[src/sv/cps_pkg.sv]
`timescale 1ns / 1ps
`default_nettype none
package cps_pkg;

   localparam int unsigned ID_W    = 4;
   localparam int unsigned BURST_W = 10;
   localparam int unsigned OUT_T_W = 16;
   localparam int unsigned MODE_W  = 2;
   localparam int unsigned QUANT_W = 8;
   localparam int unsigned CSR_W   = 8;
   localparam int unsigned CSR_A_W = 1;

   localparam logic [MODE_W-1:0] MODE_FCFS = 2'd0;
   localparam logic [MODE_W-1:0] MODE_SJF  = 2'd1;
   localparam logic [MODE_W-1:0] MODE_SRTF = 2'd2;
   localparam logic [MODE_W-1:0] MODE_RR   = 2'd3;

   localparam logic OP_TICK = 1'b0;
   localparam logic OP_ADD  = 1'b1;

   localparam logic [CSR_A_W-1:0] CSR_MODE    = 1'b0;
   localparam logic [CSR_A_W-1:0] CSR_QUANTUM = 1'b1;

   typedef struct packed {
      logic                opcode;
      logic [ID_W-1:0]     proc_id;
      logic [BURST_W-1:0]  burst_length;
   } req_type;

   typedef struct packed {
      logic [OUT_T_W-1:0]  time_now;
      logic [ID_W-1:0]     running_id;
      logic                idle;
      logic                finished;
      logic                first_dispatch;
      logic                preempted;
      logic [ID_W-1:0]     preempted_id;
      logic                add_rejected;
   } rsp_type;

endpackage
`default_nettype wire

[src/sv/cps_if.sv]
`timescale 1ns / 1ps
`default_nettype none
interface cps_req_if;
   import cps_pkg::*;
   logic    valid;
   logic    ready;
   req_type data;
   modport source (output valid, output data, input ready);
   modport sink   (input valid, input data, output ready);
endinterface

interface cps_rsp_if;
   import cps_pkg::*;
   logic    valid;
   logic    ready;
   rsp_type data;
   modport source (output valid, output data, input ready);
   modport sink   (input valid, input data, output ready);
endinterface
`default_nettype wire

[src/sv/cpu_process_scheduler_top.sv]
`timescale 1ns / 1ps
`default_nettype none
// an add passes through ST_OUT before its result beat, a tick first scans the
// whole table (ST_SCAN, ST_LAST, ST_EXEC, ST_OUT); one item is in flight at a time
// the rate of items is set by the one-entry-a-cycle scan of the ready table
// memory through its single read port and by the result beat leaving before
// the next item is taken
// reset: synchronous active high; clears valid bits, running slot, counters; sets csrs to FCFS mode, quantum 2
module cpu_process_scheduler_top #(
   parameter int unsigned MAX_PROCS = 16,
   parameter int unsigned TIME_BITS = 16
) (
   input  wire                        clock,
   input  wire                        reset,
   cps_req_if.sink                    req,
   cps_rsp_if.source                  rsp,
   input  wire                        csr_we,
   input  wire [cps_pkg::CSR_A_W-1:0] csr_index,
   input  wire [cps_pkg::CSR_W-1:0]   csr_wdata
);
   import cps_pkg::*;

   localparam int unsigned IDX_W = (MAX_PROCS > 1) ? $clog2(MAX_PROCS) : 1;
   localparam int unsigned CNT_W = $clog2(MAX_PROCS + 1);
   localparam int unsigned ENT_W = ID_W + BURST_W + TIME_BITS;

   typedef enum logic [4:0] {
      ST_IDLE  = 5'b00001,
      ST_SCAN  = 5'b00010,
      ST_LAST  = 5'b00100,
      ST_EXEC  = 5'b01000,
      ST_OUT   = 5'b10000
   } state_type;

   typedef struct packed {
      logic [ID_W-1:0]      pid;
      logic [BURST_W-1:0]   rem;
      logic [TIME_BITS-1:0] stamp;
   } entry_type;

   // ready table: one synchronous memory, valid bits in flops
   entry_type              mem [MAX_PROCS];
   entry_type              rd_ff;
   logic [IDX_W-1:0]       rd_addr;
   logic                   wr_en;
   logic [IDX_W-1:0]       wr_addr;
   entry_type              wr_data;
   logic [MAX_PROCS-1:0]   valid_ff, valid_in;

   state_type              state_ff, state_in;
   logic [CNT_W-1:0]       cnt_ff, cnt_in;       // next address to issue
   logic [IDX_W-1:0]       chk_ff, chk_in;       // index of data now in rd_ff
   logic                   best_ok_ff, best_ok_in;
   logic [IDX_W-1:0]       best_ix_ff, best_ix_in;
   entry_type              best_ff, best_in;

   logic [MODE_W-1:0]      mode_ff;
   logic [QUANT_W-1:0]     quant_ff;
   logic                   run_v_ff, run_v_in;
   logic [ID_W-1:0]        run_pid_ff, run_pid_in;
   logic [BURST_W-1:0]     run_rem_ff, run_rem_in;
   logic [QUANT_W-1:0]     slice_ff, slice_in;
   logic [TIME_BITS-1:0]   tick_ff, tick_in;
   logic [TIME_BITS-1:0]   snext_ff, snext_in;
   rsp_type                out_ff, out_in;
   logic                   out_v_ff, out_v_in;

   // lowest free slot
   logic                   free_ok;
   logic [IDX_W-1:0]       free_ix;
   always_comb begin
      free_ok = 1'b0;
      free_ix = '0;
      for (int i = MAX_PROCS - 1; i >= 0; i--) begin
         if (!valid_ff[i]) begin
            free_ok = 1'b1;
            free_ix = IDX_W'(i);
         end
      end
   end

   // candidate compare for the scan
   logic                   by_len;
   logic                   cand_v;
   logic                   take;
   logic [TIME_BITS-1:0]   age_c, age_b;
   assign by_len = (mode_ff == MODE_SJF) || (mode_ff == MODE_SRTF);
   assign cand_v = valid_ff[chk_ff];
   assign age_c  = snext_ff - rd_ff.stamp;
   assign age_b  = snext_ff - best_ff.stamp;
   always_comb begin
      take = 1'b0;
      if (cand_v) begin
         if (!best_ok_ff)                                   take = 1'b1;
         else if (by_len && rd_ff.rem < best_ff.rem)        take = 1'b1;
         else if ((!by_len || rd_ff.rem == best_ff.rem) && age_c > age_b) take = 1'b1;
      end
   end

   logic [QUANT_W-1:0] q_eff;
   assign q_eff = (quant_ff == '0) ? QUANT_W'(1) : quant_ff;

   // a new beat is taken only once the previous result beat is leaving
   assign req.ready = (state_ff == ST_IDLE) && (!out_v_ff || rsp.ready);
   assign rsp.valid = out_v_ff;
   assign rsp.data  = out_ff;
   // entry 0 is fetched while idle so the scan starts on it
   assign rd_addr   = (state_ff == ST_IDLE) ? '0 : cnt_ff[IDX_W-1:0];

   always_comb begin
      logic               pre;
      logic [BURST_W-1:0] rem_n;
      logic               rv;
      state_in   = state_ff;
      cnt_in     = cnt_ff;
      chk_in     = chk_ff;
      best_ok_in = best_ok_ff;
      best_ix_in = best_ix_ff;
      best_in    = best_ff;
      valid_in   = valid_ff;
      run_v_in   = run_v_ff;
      run_pid_in = run_pid_ff;
      run_rem_in = run_rem_ff;
      slice_in   = slice_ff;
      tick_in    = tick_ff;
      snext_in   = snext_ff;
      out_in     = out_ff;
      out_v_in   = out_v_ff;
      wr_en      = 1'b0;
      wr_addr    = free_ix;
      wr_data    = '0;
      pre        = 1'b0;
      rem_n      = '0;
      rv         = 1'b0;
      if (out_v_ff && rsp.ready) out_v_in = 1'b0;
      case (state_ff)
         ST_IDLE: begin
            if (req.valid && req.ready) begin
               cnt_in     = CNT_W'(1);
               chk_in     = '0;
               best_ok_in = 1'b0;
               state_in   = ST_SCAN;
               if (req.data.opcode == OP_ADD) begin
                  out_in              = '0;
                  out_in.time_now     = OUT_T_W'(tick_ff);
                  out_in.add_rejected = !free_ok;
                  if (free_ok) begin
                     wr_en          = 1'b1;
                     wr_data.pid    = req.data.proc_id;
                     wr_data.rem    = (req.data.burst_length == '0) ?
                                      BURST_W'(1) : req.data.burst_length;
                     wr_data.stamp  = snext_ff;
                     valid_in[free_ix] = 1'b1;
                     snext_in       = snext_ff + TIME_BITS'(1);
                  end
                  state_in = ST_OUT;
               end
            end
         end
         ST_SCAN: begin
            // rd_ff holds entry chk_ff
            if (take) begin
               best_ok_in = 1'b1;
               best_ix_in = chk_ff;
               best_in    = rd_ff;
            end
            chk_in = chk_ff + IDX_W'(1);
            if (cnt_ff == CNT_W'(MAX_PROCS)) state_in = ST_LAST;
            else cnt_in = cnt_ff + CNT_W'(1);
         end
         ST_LAST: begin
            // every entry has been compared, best is settled
            state_in = ST_EXEC;
         end
         ST_EXEC: begin
            out_in          = '0;
            out_in.time_now = OUT_T_W'(tick_ff);
            run_pid_in      = run_pid_ff;
            run_rem_in      = run_rem_ff;
            slice_in        = slice_ff;
            rv              = run_v_ff;
            if (run_v_ff && mode_ff == MODE_SRTF)
               pre = best_ok_ff && best_ff.rem < run_rem_ff;
            else if (run_v_ff && mode_ff == MODE_RR && slice_ff >= q_eff) begin
               if (best_ok_ff) pre = 1'b1;
               else slice_in = '0;
            end
            if (pre) begin
               out_in.preempted      = 1'b1;
               out_in.preempted_id   = run_pid_ff;
               out_in.first_dispatch = 1'b1;
               wr_en         = 1'b1;
               wr_addr       = best_ix_ff;
               wr_data.pid   = run_pid_ff;
               wr_data.rem   = run_rem_ff;
               wr_data.stamp = snext_ff;
               snext_in      = snext_ff + TIME_BITS'(1);
               run_pid_in    = best_ff.pid;
               run_rem_in    = best_ff.rem;
               slice_in      = '0;
            end else if (!run_v_ff && best_ok_ff) begin
               valid_in[best_ix_ff]  = 1'b0;
               rv                    = 1'b1;
               run_pid_in            = best_ff.pid;
               run_rem_in            = best_ff.rem;
               slice_in              = '0;
               out_in.first_dispatch = 1'b1;
            end
            if (rv) begin
               out_in.running_id = run_pid_in;
               rem_n = (run_rem_in != '0) ? run_rem_in - BURST_W'(1) : run_rem_in;
               run_rem_in = rem_n;
               if (slice_in != '1) slice_in = slice_in + QUANT_W'(1);
               if (rem_n == '0) begin
                  out_in.finished = 1'b1;
                  rv = 1'b0;
               end
            end else begin
               out_in.idle = 1'b1;
            end
            run_v_in = rv;
            tick_in  = tick_ff + TIME_BITS'(1);
            state_in = ST_OUT;
         end
         ST_OUT: begin
            if (!out_v_ff) begin
               out_v_in = 1'b1;
               state_in = ST_IDLE;
            end
         end
         default: state_in = ST_IDLE;
      endcase
   end

   // table memory: one write port, one registered read port
   always_ff @(posedge clock) begin
      if (wr_en) mem[wr_addr] <= wr_data;
      rd_ff <= mem[rd_addr];
   end

   always_ff @(posedge clock) begin
      if (reset) begin
         state_ff   <= ST_IDLE;
         valid_ff   <= '0;
         run_v_ff   <= 1'b0;
         run_pid_ff <= '0;
         run_rem_ff <= '0;
         slice_ff   <= '0;
         tick_ff    <= '0;
         snext_ff   <= '0;
         out_v_ff   <= 1'b0;
         mode_ff    <= MODE_FCFS;
         quant_ff   <= QUANT_W'(2);
         best_ok_ff <= 1'b0;
         cnt_ff     <= '0;
         chk_ff     <= '0;
      end else begin
         state_ff   <= state_in;
         valid_ff   <= valid_in;
         run_v_ff   <= run_v_in;
         run_pid_ff <= run_pid_in;
         run_rem_ff <= run_rem_in;
         slice_ff   <= slice_in;
         tick_ff    <= tick_in;
         snext_ff   <= snext_in;
         out_v_ff   <= out_v_in;
         best_ok_ff <= best_ok_in;
         cnt_ff     <= cnt_in;
         chk_ff     <= chk_in;
         if (csr_we && csr_index == CSR_MODE)    mode_ff  <= csr_wdata[MODE_W-1:0];
         if (csr_we && csr_index == CSR_QUANTUM) quant_ff <= csr_wdata[QUANT_W-1:0];
      end
   end

   // payload registers
   always_ff @(posedge clock) begin
      best_ix_ff <= best_ix_in;
      best_ff    <= best_in;
      out_ff     <= out_in;
   end

`ifndef SYNTHESIS
   a_ready_idle: assert property (@(posedge clock) disable iff (reset)
      req.ready |-> !out_v_ff || rsp.ready || state_ff == ST_IDLE)
      else $error("ready outside idle");
   a_tick_step: assert property (@(posedge clock) disable iff (reset)
      state_ff == ST_EXEC |=> tick_ff == $past(tick_ff) + TIME_BITS'(1))
      else $error("tick count did not advance");
   a_fin_idle: assert property (@(posedge clock) disable iff (reset)
      state_ff == ST_EXEC && out_in.finished |=> !run_v_ff)
      else $error("finished process still running");
   a_pre_rr: assert property (@(posedge clock) disable iff (reset)
      state_ff == ST_EXEC && out_in.preempted |-> best_ok_ff && run_v_ff)
      else $error("preempt without candidate");
`endif
endmodule
`default_nettype wire

[src/flat_wrapper.sv]
// flat-port wrapper written by rule: the top's interface ports become plain ports
module cpu_process_scheduler_top_flat import cps_pkg::*;
#(
   parameter int unsigned MAX_PROCS = 16,
   parameter int unsigned TIME_BITS = 16
)
  (clock, reset, csr_we, csr_index, csr_wdata, req_valid, req_data, req_ready, rsp_valid, rsp_data, rsp_ready);
  cps_req_if req_i ();
  cps_rsp_if rsp_i ();
  input  wire clock;
  input  wire reset;
  input  wire csr_we;
  input  wire [cps_pkg::CSR_A_W-1:0] csr_index;
  input  wire [cps_pkg::CSR_W-1:0] csr_wdata;
  input wire logic [$bits(req_i.valid)-1:0] req_valid;
  input wire logic [$bits(req_i.data)-1:0] req_data;
  output wire logic [$bits(req_i.ready)-1:0] req_ready;
  output wire logic [$bits(rsp_i.valid)-1:0] rsp_valid;
  output wire logic [$bits(rsp_i.data)-1:0] rsp_data;
  input wire logic [$bits(rsp_i.ready)-1:0] rsp_ready;
  assign req_i.valid = req_valid;
  assign req_i.data = req_data;
  assign req_ready = req_i.ready;
  assign rsp_valid = rsp_i.valid;
  assign rsp_data = rsp_i.data;
  assign rsp_i.ready = rsp_ready;
  cpu_process_scheduler_top #(.MAX_PROCS(MAX_PROCS), .TIME_BITS(TIME_BITS)) u_core (.clock(clock), .reset(reset), .req(req_i), .rsp(rsp_i), .csr_we(csr_we), .csr_index(csr_index), .csr_wdata(csr_wdata));
endmodule
[config.mk]
export PLATFORM = sky130hd
export DESIGN_NAME = cpu_process_scheduler_top_flat
export DESIGN_NICKNAME = d
export VERILOG_FILES = /design/src/sv/cps_pkg.sv /design/src/sv/cps_if.sv /design/src/sv/cpu_process_scheduler_top.sv /design/src/flat_wrapper.sv
export SDC_FILE = /design/constraint.sdc
export NUM_CORES = 1
export LEC_CHECK = 0
export ABC_AREA = 1
export BUFFER_PORTS_ARGS = -buffer_cell sky130_fd_sc_hd__buf_4
export CORE_ASPECT_RATIO = 0.9
export CORE_MARGIN = 1.5
export CORE_UTILIZATION = 36
export CTS_CLUSTER_SIZE = 16
export DETAILED_ROUTE_END_ITERATION = 12
export HOLD_SLACK_MARGIN = 0.15
export SYNTH_ARGS = -nofsm -noshare
export SYNTH_HDL_FRONTEND = slang
export SYNTH_SLANG_ARGS = --single-unit
[constraint.sdc]
create_clock -name clock -period 5 [get_ports clock]
set_input_delay 1 -clock clock [delete_from_list [all_inputs] [get_ports clock]]
set_output_delay 1 -clock clock [all_outputs]
set_load 0.02 [all_outputs]
### After elaboration in Yosys (flattened, before gate mapping)

Memory sizes are Yosys's and may differ from the RTL's. A register that Yosys moved wholly into a read port is not among the register bits.
Index checks and enable logic that the tools add are counted.

| word-level totals | value |
|---|---|
| register bits | 160 |
| RAM bits | 480 |
| input bits | 29 |
| output and inout port bits | 31 |
| logic and storage cells | 224 |
| memories | 1 |

Memories:

| memory | words | width | rd ports | clocked after Yosys merged registers in | write ports | RTL line | text |
|---|---|---|---|---|---|---|---|
| u_core.mem | 16 | 30 | 1 | 1 | 1 | cpu_process_scheduler_top.sv:42 | `entry_type mem [MAX_PROCS];` |

| operators by class | value |
|---|---|
| add/subtract/negate cells | 8 |
| order comparisons | 9 |
| equality and inequality tests | 21 |
| muxes and demuxes | 120 |
| bitwise operators | 4 |
| reduce and logical (&&, ||, !) cells | 35 |

Operators with widths:

| kind | number |
|---|---|
| 16-bit 2-to-1 mux | 9 |
| 30-bit 2-to-1 mux | 4 |
| 4-bit 2-to-1 mux | 23 |
| 8-bit 2-to-1 mux | 9 |
| 16-bit one-hot mux with 2 select lines | 2 |
| 10-bit 2-to-1 mux | 6 |
| 30-bit one-hot mux with 2 select lines | 1 |
| 29-bit 2-to-1 mux | 2 |
| 29-bit one-hot mux with 2 select lines | 1 |
| 1-bit 2-to-1 mux | 48 |
| 5-bit 2-to-1 mux | 7 |
| 16-bit by 1-bit adder with 16-bit output, second input constant | 2 |
| 16-bit subtractor | 2 |
| 5-bit one-hot mux with 5 select lines | 1 |
| 10-bit zero test | 2 |
| 10-bit < comparator | 2 |
| 16-bit bitwise AND | 1 |
| 16-bit greater-than comparator | 1 |
| 16-bit inverter | 1 |
| 16-bit OR | 1 |
| 4-bit by 5-bit < comparator with 1-bit output, second input constant | 3 |
| 1-bit logical AND | 14 |
| 3-bit AND reduction | 4 |
| 10-bit == test | 1 |
| 30 further kinds | 50 |

### Logic depth before layout (Yosys ltp)

| depth | value |
|---|---|
| depth in word-level cells | 25 |
| gate-level depth with buffers | 30 |
| depth with buffers taken out | 30 |

### Worst setup path before layout

Ideal clock, no wire load.

| timing path | value |
|---|---|
| path kind | register to register |
| start | register u_core.snext_ff[1] |
| end | register u_core.best_ff[0] (netlist name) (enable) |
| library setup time | 427 ps |
| arrival time | 4878 ps |
| required time | 4573 ps |
| setup slack | -304 ps |
| stages on the path, launching flop included | 27 |
| path buffers | 0 |
| period minus slack after synthesis | 5304 ps |
| path through | dfxtp_1 -> ha_1 -> nand2_1 -> nand2_1 -> a21oi_1 -> o21ai_0 -> nand3_1 -> nand2_1 -> nand2_1 -> nand2_1 -> a21oi_1 -> o31ai_1 -> a21boi_0 -> o21ai_0 -> xor2_1 -> inv_1 -> ha_1 -> nand2_1 -> inv_1 -> nand3_1 -> nor3_1 -> nand2_1 -> o2111ai_1 -> o221ai_1 -> o211ai_1 -> o221ai_1 -> nor2_1 |

| on the way | value |
|---|---|
| word-level cells in the longest chain between the ends | 8 |
| elaborated cells on any way between the ends | 9 |
| classes of those cells | add/sub: 2; order compare: 1; mux: 4; reduce/logical: 2 |

RTL lines:

| what | RTL line | text |
|---|---|---|
| start: declaration | cpu_process_scheduler_top.sv:64 | `logic [TIME_BITS-1:0] snext_ff, snext_in;` |
| start signal: assignment | cpu_process_scheduler_top.sv:265 | `snext_ff <= snext_in;` |
| 16-bit subtractor, on equally long branches | cpu_process_scheduler_top.sv:89, cpu_process_scheduler_top.sv:90 |  |
| 16-bit greater-than comparator (*) | cpu_process_scheduler_top.sv:96 | `else if ((!by_len \|\| rd_ff.rem == best_ff.rem) && age_c > age_b) take = 1'b1;` |
| 1-bit logical AND (*) | cpu_process_scheduler_top.sv:96 |  |
| 1-bit 2-to-1 mux (*) | cpu_process_scheduler_top.sv:96 |  |
| 1-bit 2-to-1 mux (*) | cpu_process_scheduler_top.sv:95 | `else if (by_len && rd_ff.rem < best_ff.rem) take = 1'b1;` |
| 1-bit 2-to-1 mux (*) | cpu_process_scheduler_top.sv:94 | `if (!best_ok_ff) take = 1'b1;` |
| 1-bit 2-to-1 mux (*) | cpu_process_scheduler_top.sv:93 | `if (cand_v) begin` |
| 2-bit AND reduction (no line) (*) | -- |  |
| end signal: assignment | cpu_process_scheduler_top.sv:278 | `best_ff <= best_in;` |
| end: declaration | cpu_process_scheduler_top.sv:55 | `entry_type best_ff, best_in;` |

Every way passes the cells marked *; elsewhere a longest branch is shown, timed or not.
A chain may end at the register's enable or synchronous reset.

### Final worst setup path

| timing path | value |
|---|---|
| start | register u_core.snext_ff[0] |
| end | register u_core.best_ff[12] (netlist name) (enable) |

The elaborated chain is that of the path after synthesis.

==> results.md <==
* Top cell by count, worst path: inv_1
* Setup violations, final at 0
* Post-DP HPWL at 44,400 um
* Max VDD drop at about 0.29 mV
* Reg2reg start: u_core.snext_ff[0]
* Worst-path fanout max at 33
* Clock latency on the worst-skew pair at 0.63 ns
* # nets final at between 2k and 3k
* Count leader, synth: edfxtp_1
* Async set-reset flop share out of synthesis at 0%
* Pin count of the biggest net entering global routing at around 120
* Share of layout cells above drive strength 1 at between 10% and 20%
* Postcts setup bufs at 0
* Register area share after synthesis at 64.4%
* Hold_buf cts at 0
* Overall Global Routing Usage at 17.8%
* Antenna violations before repair at 1
* Num CTS Buffers at 73
* Number of buffers added on ports at 59
* Sequential cell area at 18,900 um^2
* Worst hold path startpoint: u_core.rd_ff[28]
* Filler Cells Inserted at ~7.6k
* Total core area at 80,800 um^2
* Post-Synthesis Cell Area at 29,300 um^2
* Top Ports at 60
* Sink Count at 670
* CP bufs+invs at 5
* Critical Path RT at roughly 5.3 ns
* Setup slack at placement at 0.227 ns
* Leading area contributor after synthesis: edfxtp_1
* Total congestion overflow at 0
* Via count of the first global-routing pass at 19.3k
* Clk root buf: clkbuf_16
* First-pass GRT wire length at 114,000 um
* Pwr Total at around 0.015 W
* Power per cell area at 442 nW/um^2
* Min cycle time layout at 4.54 ns
* Synth top area share at a little under three fifths
* CP max-delay cell: fa_1
* Critical Path Max Stage Delay at 0.40 ns
* Die Ht at 274 um
* Drt total wl at 75,000 um
* Worst setup EP type: flip-flop
* Highest Clock Rate at 220 MHz
* Via count at around 20k
* Layout area overhead at 15.7%
* CP Class: reg -> reg
* Crit path depth at 27
* Worst-Margin Slew at 1.19 ns
* Static leakage at 12.3 nW
* Rel. slew slack at 20.4%
* GP Congestion at 0.896
* Max-cap viol count at 0
* Synth top area cells: edfxtp_1, dfxtp_1, nor2_1
* Vias/cell at 5.31
* Cell count of the worst reg-to-reg path at 27
* Number of flops mapped to enable cells by yosys at about 540
* Post-layout worst setup margin at 0.464 ns
* Area of the multi-input gates at 9260 um^2
* Iter 0 DRT Violations at 2,152
* Clk slew on worst S/H paths at about 0.060 ns
* Fin util at between 40% and 50%
* Mapped Avg Cell Area at around 11 um^2
* N_diodes at 0
* Main synth FF type: edfxtp_1
* Synth Register Bits at 670
* Critical Path Start: u_core.snext_ff[0]
* Synth warnings at 0
* Die Area at 83,000 um^2
* Post-synth net total at 2,778
* # resized after CTS at 0
* Startpoint Class: flip-flop
* Chip width at 304 um
* ANT nets after route at 0
* Clock skew at between 0.03 and 0.04 ns
* Status: finished, final reports clean
* Post-route setup TNS at 0 ns
* Fin crit share at between 90 and 100%
* CTS tree: yes
* Number of library cell types mapped by synthesis at 54
* Max Root-Sink Buffers at 3
* Crit path max-delay family: compound AO/OA/AOI/OAI gates
* Synth cell count leaders: edfxtp_1, nor2_1, nand2_1
* FP Rows at 99
* Gate Count Post-Synth at 2,665
* Worst hold-check path type: reg -> reg
* Drt wl/cell at 19.5 um
* RSZ-0062 raised after global routing: no
* Worst Path Arrival at roughly 4.8 ns
* DRC violations left at 0
* Final Max Slew Viols at 0
* Initial core utilization at 36.2%
* Final hold violation count at 0
* Hold Path Depth at 0
* CTS H-tree depth at 3
* DRT Pass-1 Iters at 8
[cells in the final DEF, fill, tap and decap left out, drive strengths merged, types with 2 or more instances in the layout]
master,n
edfxtp,543
nor2,394
nand2,301
inv,227
nor3,215
nand3,132
dfxtp,127
o221ai,125
a21oi,125
buf,117
o21ai,89
clkbuf,87
ha,82
xor2,35
clkinv,31
o22ai,30
nand4,28
a31oi,12
bufinv,11
a22oi,10
nor4,10
o211ai,7
nor3b,7
o31ai,6
o21bai,5
xnor2,4
a21boi,4
a211oi,4
a21o,3
a221oi,2
o2111ai,2
and3,2
o21a,2
o311a,2
fa,2
clkinvlp,2
[report_power, final]
part           switching [W]  internal, W  leakage [nW]
Clock                0.00223      0.00334          1.22
Sequential          0.000145      0.00645          6.31
Combinational        0.00193     0.000860          4.78
[worst paths after layout]
kind	endpoint	slack (ns)
max reg2reg	u_core.best_ff[12]	0.46
max	u_core.best_ff[12]	0.46
min	u_core.best_ff[28]	0.41
min reg2reg	u_core.best_ff[28]	0.41
[metal layers]
layer | GRT usage [%] | part of all wire [%]
met5 | 0 | 0
met4 | 4.61 | 1.9
met3 | 2.93 | 6.5
met2 | 26.9 | 44
met1 | 26.4 | 47
[cell families after synthesis]
group                      after synthesis  share of synthesized area (%)
AOI/OAI and AO/OA                      430                           9.64
xor gates and xnor gates                39                           1.17
adders and majority gates               84                           3.64
buffers and inverters                  351                           4.56
DFF                                    670                           64.4
and+or+nand+nor                       1091                           16.6
[registers in the layout, summed over array words and instances, names as in the netlist, 10 cells and up]
signal and flops:
u_core.mem 480, u_core.rsp.data 29, u_core.valid_ff 16, u_core.run_rem_ff 10, u_core.tick_ff 16, u_core.rd_ff 30, u_core.best_ff 30, u_core.snext_ff 16
[worst reg2reg max path, stage by stage (launching register included)]
cell,delay (ns)
dfxtp_1,0.32
inv_1,0.15
ha_1,0.16
inv_1,0.05
fa_1,0.40
nand3_1,0.09
nand2_1,0.08
a21oi_1,0.15
o21bai_1,0.12
a21boi_0,0.28
inv_1,0.08
a21oi_1,0.13
o21bai_1,0.11
a21oi_1,0.14
nor2_1,0.05
nor2_1,0.10
xor2_1,0.16
inv_1,0.06
ha_1,0.27
nand3_1,0.11
nor3_2,0.14
nand2_1,0.07
o2111ai_1,0.08
o221ai_1,0.16
o211ai_1,0.11
o221ai_1,0.18
nor2_4,0.17
buf_12,0.24
[area by class of cell]
cell class                      instances  area share, %
Clock buffer                           87           5.70
Clock inverter                         46           1.67
Inverter                              225           2.52
Multi-Input combinational cell       1644           27.4
Sequential cell                       670           55.7
Tap cell                             1060           3.92
Timing Repair Buffer                  117           3.15
[metrics by stage]
step | cells | hold WS (ns) | instance area (um^2)
2_1_floorplan | 2665 | 0.386 | 29300
3_3_place_gp | 3716 | 0.391 | 31400
3_5_place_dp | 3716 | 0.391 | 31400
4_1_cts | 3849 | 0.404 | 33800
5_1_grt | 3849 | 0.420 | 33900
6_report | 3849 | 0.407 | 33900
No activity file was read; power rests on OpenSTA's default activity.
